`config.mk`:
```
export PLATFORM = sky130hd
export DESIGN_NAME = tlb_lru_random_replace_top
export DESIGN_NICKNAME = d
export VERILOG_FILES = /design/src/tlbrr_pkg.sv /design/src/tlbrr_ctrl.sv /design/src/tlbrr_datapath.sv /design/src/tlb_lru_random_replace_top.sv
export SDC_FILE = /design/constraint.sdc
export NUM_CORES = 2
export LEC_CHECK = 0
export BUFFER_PORTS_ARGS = -buffer_cell sky130_fd_sc_hd__buf_2
export CAP_MARGIN = 20
export CORE_UTILIZATION = 61
export DETAILED_ROUTE_END_ITERATION = 8
export HOLD_SLACK_MARGIN = 0.15
export PLACE_DENSITY = 0.83
export SLEW_MARGIN = 5
export SYNTH_ARGS = -nofsm -noshare
export SYNTH_HDL_FRONTEND = slang
export SYNTH_SLANG_ARGS = --single-unit
```
`constraint.sdc`:
```
create_clock -name clk -period 6.6 [get_ports clk]
set_clock_uncertainty 0.05 [all_clocks]
set_input_delay 1.32 -clock clk [delete_from_list [all_inputs] [get_ports clk]]
set_output_delay 1.32 -clock clk [all_outputs]
set_load 0.01 [all_outputs]
```
`src/tlbrr_pkg.sv`:
```
// Shared types, constants and helper functions for the fully associative TLB.
// Used by the controller, the datapath, the top level and the port checker.
package tlbrr_pkg;

	localparam int ENTRIES    = 32;
	localparam int PAGE_BITS  = 11;
	localparam int FRAME_BITS = 10;
	localparam int STAMP_BITS = 32;
	localparam int SLOT_W     = $clog2(ENTRIES);
	localparam int LFSR_W     = 16;

	localparam logic [LFSR_W-1:0] LFSR_TAPS = 16'hB400;
	localparam logic [LFSR_W-1:0] LFSR_SEED = 16'hACE1;

	localparam logic [1:0] ACT_LOOKUP = 2'd0;
	localparam logic [1:0] ACT_FILL   = 2'd1;
	localparam logic [1:0] ACT_FLUSH  = 2'd2;

	typedef struct packed {
		logic [1:0]            action;
		logic [PAGE_BITS-1:0]  page_number;
		logic [FRAME_BITS-1:0] frame_number;
	} in_item_t;

	typedef struct packed {
		logic                  hit;
		logic [FRAME_BITS-1:0] found_frame;
		logic [SLOT_W-1:0]     slot;
		logic                  evicted;
	} out_item_t;

	typedef struct packed {
		logic latch_in;
		logic scan_start;
		logic scan_step;
		logic commit;
	} dp_cmd_t;

	typedef struct packed {
		logic need_scan;
		logic scan_last;
		logic out_free;
	} dp_stat_t;

	// Returns {found, index} of the lowest set bit.
	function automatic logic [SLOT_W:0] first_set(input logic [ENTRIES-1:0] vec);
		logic              found;
		logic [SLOT_W-1:0] idx;
		found = 1'b0;
		idx   = '0;
		for (int i = ENTRIES - 1; i >= 0; i--) begin
			if (vec[i]) begin
				found = 1'b1;
				idx   = SLOT_W'(i);
			end
		end
		return {found, idx};
	endfunction

	function automatic logic [LFSR_W-1:0] lfsr_step(input logic [LFSR_W-1:0] cur);
		logic [LFSR_W-1:0] nxt;
		nxt = cur >> 1;
		if (cur[0]) begin
			nxt = nxt ^ LFSR_TAPS;
		end
		return nxt;
	endfunction

endpackage

```
`src/tlbrr_ctrl.sv`:
```
// Sequencing state machine for the TLB: accepts a beat, runs the victim scan
// when needed and tells the datapath when to commit. Depends on tlbrr_pkg.
module tlbrr_ctrl (
	input  logic               clk,
	input  logic               arst_n,
	input  logic               in_valid,
	output logic               in_stall,
	input  tlbrr_pkg::dp_stat_t stat,
	output tlbrr_pkg::dp_cmd_t  cmd
);
	import tlbrr_pkg::*;

	localparam logic [1:0] ST_IDLE   = 2'd0;
	localparam logic [1:0] ST_EXEC   = 2'd1;
	localparam logic [1:0] ST_SCAN   = 2'd2;
	localparam logic [1:0] ST_FINISH = 2'd3;

	logic [1:0] state_q;
	logic [1:0] state_d;

	assign in_stall = (state_q != ST_IDLE);

	always_comb begin
		state_d = state_q;
		cmd     = '0;
		case (state_q)
			ST_IDLE: begin
				if (in_valid) begin
					cmd.latch_in = 1'b1;
					state_d      = ST_EXEC;
				end
			end
			ST_EXEC: begin
				if (stat.need_scan) begin
					cmd.scan_start = 1'b1;
					state_d        = ST_SCAN;
				end else if (stat.out_free) begin
					cmd.commit = 1'b1;
					state_d    = ST_IDLE;
				end
			end
			ST_SCAN: begin
				cmd.scan_step = 1'b1;
				if (stat.scan_last) begin
					state_d = ST_FINISH;
				end
			end
			ST_FINISH: begin
				if (stat.out_free) begin
					cmd.commit = 1'b1;
					state_d    = ST_IDLE;
				end
			end
			default: begin
				state_d = ST_IDLE;
			end
		endcase
	end

	always_ff @(posedge clk or negedge arst_n) begin
		if (!arst_n) begin
			state_q <= ST_IDLE;
		end else begin
			state_q <= state_d;
		end
	end

endmodule

```
`src/tlbrr_datapath.sv`:
```
// Entry storage, match logic, victim selection and the output register of the TLB.
// Driven by tlbrr_ctrl through command and status structs. Depends on tlbrr_pkg.
module tlbrr_datapath (
	input  logic                 clk,
	input  logic                 arst_n,
	input  logic                 cfg_we,
	input  logic                 cfg_data,
	input  tlbrr_pkg::in_item_t  in_data,
	output logic                 out_valid,
	input  logic                 out_stall,
	output tlbrr_pkg::out_item_t out_data,
	input  tlbrr_pkg::dp_cmd_t   cmd,
	output tlbrr_pkg::dp_stat_t  stat
);
	import tlbrr_pkg::*;

	in_item_t              item_q;
	logic                  mode_q;
	logic [ENTRIES-1:0]    valid_q;
	logic [PAGE_BITS-1:0]  page_q  [ENTRIES];
	logic [FRAME_BITS-1:0] frame_q [ENTRIES];
	logic [STAMP_BITS-1:0] stamp_q [ENTRIES];
	logic [STAMP_BITS-1:0] counter_q;
	logic [LFSR_W-1:0]     lfsr_q;
	logic [SLOT_W-1:0]     scan_idx_q;
	logic [SLOT_W-1:0]     best_q;
	logic [STAMP_BITS-1:0] least_q;
	logic                  out_valid_q;
	out_item_t             out_q;

	logic [ENTRIES-1:0]    match_vec;
	logic [SLOT_W:0]       hit_enc;
	logic [SLOT_W:0]       free_enc;
	logic                  hit_any;
	logic [SLOT_W-1:0]     hit_idx;
	logic                  free_any;
	logic [SLOT_W-1:0]     free_idx;
	logic [LFSR_W-1:0]     lfsr_next;
	logic [SLOT_W-1:0]     fill_idx;
	logic [STAMP_BITS-1:0] scan_rd;
	out_item_t             out_next;

	always_comb begin
		for (int i = 0; i < ENTRIES; i++) begin
			match_vec[i] = valid_q[i] && (page_q[i] == item_q.page_number);
		end
	end

	assign hit_enc   = first_set(match_vec);
	assign free_enc  = first_set(~valid_q);
	assign hit_any   = hit_enc[SLOT_W];
	assign hit_idx   = hit_enc[SLOT_W-1:0];
	assign free_any  = free_enc[SLOT_W];
	assign free_idx  = free_enc[SLOT_W-1:0];
	assign lfsr_next = lfsr_step(lfsr_q);
	assign scan_rd   = stamp_q[scan_idx_q];

	// The entry count is a power of two, so the modulo is the low bits of the LFSR.
	always_comb begin
		if (free_any) begin
			fill_idx = free_idx;
		end else if (mode_q) begin
			fill_idx = lfsr_next[SLOT_W-1:0];
		end else begin
			fill_idx = best_q;
		end
	end

	always_comb begin
		out_next = '0;
		case (item_q.action)
			ACT_LOOKUP: begin
				if (hit_any) begin
					out_next.hit         = 1'b1;
					out_next.found_frame = frame_q[hit_idx];
					out_next.slot        = hit_idx;
				end
			end
			ACT_FILL: begin
				out_next.slot    = fill_idx;
				out_next.evicted = !free_any;
			end
			default: begin
				out_next = '0;
			end
		endcase
	end

	assign stat.need_scan = (item_q.action == ACT_FILL) && (&valid_q) && !mode_q;
	assign stat.scan_last = (scan_idx_q == SLOT_W'(ENTRIES - 1));
	assign stat.out_free  = !out_valid_q || !out_stall;

	assign out_valid = out_valid_q;
	assign out_data  = out_q;

	always_ff @(posedge clk or negedge arst_n) begin
		if (!arst_n) begin
			mode_q      <= 1'b0;
			valid_q     <= '0;
			stamp_q     <= '{default: '0};
			counter_q   <= '0;
			lfsr_q      <= LFSR_SEED;
			out_valid_q <= 1'b0;
		end else begin
			if (cfg_we) begin
				mode_q <= cfg_data;
			end
			if (cmd.commit) begin
				out_valid_q <= 1'b1;
			end else if (!out_stall) begin
				out_valid_q <= 1'b0;
			end
			if (cmd.commit) begin
				case (item_q.action)
					ACT_LOOKUP: begin
						if (hit_any && !mode_q) begin
							stamp_q[hit_idx] <= counter_q;
							counter_q        <= counter_q + 1'b1;
						end
					end
					ACT_FILL: begin
						valid_q[fill_idx] <= 1'b1;
						if (!mode_q) begin
							stamp_q[fill_idx] <= counter_q;
							counter_q         <= counter_q + 1'b1;
						end else if (!free_any) begin
							lfsr_q <= lfsr_next;
						end
					end
					ACT_FLUSH: begin
						valid_q <= '0;
					end
					default: begin
						valid_q <= valid_q;
					end
				endcase
			end
		end
	end

	always_ff @(posedge clk) begin
		if (cmd.latch_in) begin
			item_q <= in_data;
		end
		if (cmd.commit) begin
			out_q <= out_next;
			if (item_q.action == ACT_FILL) begin
				page_q[fill_idx]  <= item_q.page_number;
				frame_q[fill_idx] <= item_q.frame_number;
			end
		end
		if (cmd.scan_start) begin
			scan_idx_q <= SLOT_W'(1);
			best_q     <= '0;
			least_q    <= stamp_q[0];
		end else if (cmd.scan_step) begin
			scan_idx_q <= scan_idx_q + 1'b1;
			if (scan_rd < least_q) begin
				least_q <= scan_rd;
				best_q  <= scan_idx_q;
			end
		end
	end

endmodule

```
`src/tlb_lru_random_replace_top.sv`:
```
// Top level of the fully associative TLB with LRU or pseudo-random replacement.
// Instantiates tlbrr_ctrl and tlbrr_datapath. Depends on tlbrr_pkg.
//
// Usage: one beat on the input channel (in_valid, in_stall, in_data) carries an
// action, a page number and a frame number. Every beat produces exactly one
// beat on the output channel (out_valid, out_stall, out_data).
// A fill that must evict in LRU mode scans the entry stamps one per cycle
// through the datapath's stamp comparator before its result is committed.
// Every other beat is latched into the input register and its result is
// committed to the output register as soon as that register is free.
// The block holds one item at a time; in_stall is low only when no item is in
// progress. A finished result sits in the output register while the next beat
// is accepted. If the receiver stalls, that result holds and the item after it
// waits until the output register frees.
// The user must write the replace_mode register with cfg_we and cfg_data only
// while idle; the block does not enforce this. Reset clears all valid bits and
// stamps, the stamp counter and the output, loads the LFSR seed and selects LRU
// mode. No clearing pass is needed.
module tlb_lru_random_replace_top (
	input  logic                 clk,
	input  logic                 arst_n,
	input  logic                 cfg_we,
	input  logic                 cfg_data,
	input  logic                 in_valid,
	output logic                 in_stall,
	input  tlbrr_pkg::in_item_t  in_data,
	output logic                 out_valid,
	input  logic                 out_stall,
	output tlbrr_pkg::out_item_t out_data
);
	import tlbrr_pkg::*;

	dp_cmd_t  cmd;
	dp_stat_t stat;

	tlbrr_ctrl u_ctrl (
		.clk      (clk),
		.arst_n   (arst_n),
		.in_valid (in_valid),
		.in_stall (in_stall),
		.stat     (stat),
		.cmd      (cmd)
	);

	tlbrr_datapath u_dp (
		.clk       (clk),
		.arst_n    (arst_n),
		.cfg_we    (cfg_we),
		.cfg_data  (cfg_data),
		.in_data   (in_data),
		.out_valid (out_valid),
		.out_stall (out_stall),
		.out_data  (out_data),
		.cmd       (cmd),
		.stat      (stat)
	);

endmodule

```
==> impl_metrics.env <==
export IMPL_synthSimpleGateAreaFrac=0.0463
export IMPL_slew_headroom=0.211
export IMPL_start_util=0.617
export IMPL_gp_congestion=0.962
export IMPL_grt_pass1_vias=51200
export IMPL_clkSinkCount=1862
export IMPL_async_flop_share=0.595
export IMPL_irDropWorstVdd_mv=0.348
export IMPL_cp_start_kind="flop"
export IMPL_gr_total_overflow=0
export IMPL_die_w_um=373
export IMPL_regArea_um2=50300
export IMPL_cts_setup_buffers=0
export IMPL_tns_ns=0
export IMPL_grt_pass1_wl_um=321000
export IMPL_dp_hpwl_um=124000
export IMPL_viasPerCell=6.73
export IMPL_cp_top_family="compound AO/OA/AOI/OAI gates"
export IMPL_fin_crit_ns=5.64
export IMPL_syn_nets=5382
export IMPL_fmax_mhz=177
export IMPL_holdWs_ns=0.430
export IMPL_fin_nets=5427
export IMPL_ys_types=92
export IMPL_htree_num_levels=4
export IMPL_root_buffer="clkbuf_16"
export IMPL_antenna_found_initial=1
export IMPL_grt_use_total=0.305
export IMPL_drc=0
export IMPL_wl_per_cell_um=28.8
export IMPL_placed_area_um2=86500
export IMPL_muxShareOfSynthArea=0.256
export IMPL_min_path_type="reg -> reg"
export IMPL_fin_area_um2=92900
export IMPL_boundaryPins=48
export IMPL_n_antenna_cell=0
export IMPL_cts_made_buffers=181
export IMPL_cap_violations=0
export IMPL_yosys_most_used_dff="dfrtp_1"
export IMPL_setup_violations_final=0
export IMPL_synth_fa_ha_area_frac=0.00551
export IMPL_fp_dieH_um=373
export IMPL_ant_nets=0
export IMPL_min_from="u_dp.stamp_q[518]"
export IMPL_first_iter_violations=5622
export IMPL_multi_input_area_um2=31700
export IMPL_arrival_ns=6.27
export IMPL_regToRegStartpoint="u_dp.item_q[12]"
export IMPL_synth_warnings=0
export IMPL_yosysTopAreaCell="dfrtp_1"
export IMPL_rsz0062_at_grt="no"
export IMPL_synth_top_family_by_area="multiplexers"
export IMPL_netlist_area_um2=84100
export IMPL_reg2reg_depth=14
export IMPL_status="finished clean"
export IMPL_core_area_um2=136000
export IMPL_ys_seq_area_frac=0.598
export IMPL_synth_seq_cells=1862
export IMPL_drt_pass1_iter_count=6
export IMPL_cp_cell_sequence="buf_4, buf_4, xnor2_1, nand4_1, nor3_1, or2_2, o41ai_1, a21boi_1, o21bai_1, nor2_1, nand2_1, a21oi_4, buf_12, mux2_2"
export IMPL_grt_max_degree=170
export IMPL_p_leak_uw=0.0389
export IMPL_holdPathStages=1
export IMPL_cts_resized=0
export IMPL_syn_inst=5316
export IMPL_vias=49100
export IMPL_holdPathEnd="u_dp.stamp_q[518]"
export IMPL_synth_compound_area_frac=0.0246
export IMPL_clk_pin_slew_ns=0.06
export IMPL_synth_top_cells_by_area="dfrtp_1 (33%), edfxtp_1 (27%), mux2_2 (8.8%), mux4_2 (8.6%), mux2_1 (5.0%)"
export IMPL_area_delta_synth_final_pct=10.5
export IMPL_finish_utilization=0.682
export IMPL_synth_edf_count=744
export IMPL_layout_drive_gt1_share=0.305
export IMPL_crit_path_frequent_cell="buf_4"
export IMPL_critPathMaxFanout=18
export IMPL_fillerInstances=8527
export IMPL_avgSynthCellArea_um2=15.8
export IMPL_drv_slew=0
export IMPL_critPathRequiredTime_ns=7.23
export IMPL_die_area_um2=139000
export IMPL_end_kind="flop"
export IMPL_rows=135
export IMPL_yosysTopAreaCellShare=0.327
export IMPL_r2r_end="u_dp.stamp_q[191]"
export IMPL_tightest_slew_ns=1.18
export IMPL_path_buf_inv=3
export IMPL_totalWireLength_um=210000
export IMPL_tritoncts="built"
export IMPL_r2r_slack_ns=0.96
export IMPL_criticalPathCategory="reg -> reg"
export IMPL_clockBufferDepth=3
export IMPL_crit_cells=14
export IMPL_crit_slowest_cell="a21oi_4"
export IMPL_synthXorXnorAreaFrac=0.0404
export IMPL_fin_crit_sh=0.854
export IMPL_hold_viol=0
export IMPL_port_buffers=47
export IMPL_slowest_delay_ns=0.85
export IMPL_ctsHoldBuffers=0
export IMPL_power_density_nw_per_um2=265
export IMPL_clock_latency_ns=0.82
[cells by family after synthesis]
logic type      count (synthesis)
flops                        1862
mux                          1580
simple gates                  737
buf+inv                       433
xor+xnor                      388
compound gates                279
fa+ha+maj                      37
[layout make-up]
type                    instances  share of cell area
flip-flops and latches       1862               0.541
repair buffers                238              0.0265
clock buffers                 258              0.0559
clock inverters                78             0.00863
multi-input cells            3021               0.341
inverters                      57             0.00230
well taps                    1781              0.0240
[flip-flops by register name, indices dropped and copies added, names as in the netlist]
name,count
u_dp.stamp_q,1024
u_dp.page_q,352
u_dp.frame_q,320
u_dp.counter_q,32
u_dp.least_q,32
u_dp.valid_q,32
u_dp.item_q,23
u_dp.out_data,17
u_dp.lfsr_q,16
u_dp.best_q,5
u_dp.scan_idx_q,5
u_ctrl.state_q,2
u_dp.mode_q,1
u_dp.out_valid,1
[cells in the mapped netlist, types with 24 or more instances]
cell type	instances
dfrtp_1	1100
o21a_1	39
inv_1	57
buf_1	24
mux2_4	90
nor3_1	76
mux4_2	320
buf_4	68
nand4_1	214
buf_6	63
xnor2_1	380
o22ai_1	44
clkbuf_1	185
mux2i_1	141
mux2_1	371
buf_2	34
nor4_1	26
nand2_1	111
ha_1	37
nor2_1	153
nand3_1	44
edfxtp_1	744
o21ai_0	31
mux2_2	658
[routing by layer]
| layer | GRT usage | vias to the layer above | routed length, µm |
|---|---|---|---|
| met2 | 0.468 | 2535 | 97600 |
| met5 | 0 | - | 57 |
| met1 | 0.426 | 25900 | 84300 |
| met3 | 0.0682 | 562 | 19500 |
| met4 | 0.129 | 4 | 8760 |
| li1 | - | 20100 | - |
[worst max-delay path by stage]
stage,from,to
finish,u_dp.item_q[12],u_dp.stamp_q[191]
global route,u_dp.item_q[13],u_dp.out_data[14]
CTS,u_dp.item_q[12],u_dp.stamp_q[160]
detailed placement,u_dp.item_q[12],u_dp.stamp_q[187]
global placement,u_dp.item_q[12],u_dp.stamp_q[191]
floorplan,u_dp.scan_idx_q[0],u_dp.least_q[0]
[power by group]
group	leakage, µW	switching, µW	internal, µW
clock	0.00293	4490	5900
combinational	0.0138	1120	524
sequential	0.0222	231	12400
[layout by cell type (no fill, tap or decap), types with 11 or more instances in the layout]
master and count:
a211oi_1 14, a21o_1 11, a21oi_1 23, a21oi_4 16
a31oi_1 11, and2_1 12, buf_12 43, buf_2 46
buf_4 130, clkbuf_1 45, clkbuf_16 186, clkbuf_8 27
clkinv_1 20, clkinv_2 28, dfrtp_1 1100, edfxtp_1 744
ha_1 37, inv_1 57, mux2_1 371, mux2_2 658
mux2_4 90, mux2i_1 141, mux4_2 320, nand2_1 108
nand2b_1 11, nand3_1 44, nand4_1 214, nor2_1 118
nor2_2 32, nor3_1 76, nor4_1 26, o21a_1 39
o21ai_0 31, o22ai_1 44, or3_1 20, xnor2_1 380
[stage by stage]
stage                     setup slack [ns]  instances  power (µW)
after global routing                 0.961       7295       25300
after detailed placement              1.25       6942       14400
after CTS                             1.21       7278       24700
after floorplan                      0.820       5316       13700
final                                0.962       7295       24600
after global placement                1.33       6941       14300
(Power assumes the default switching activity.)
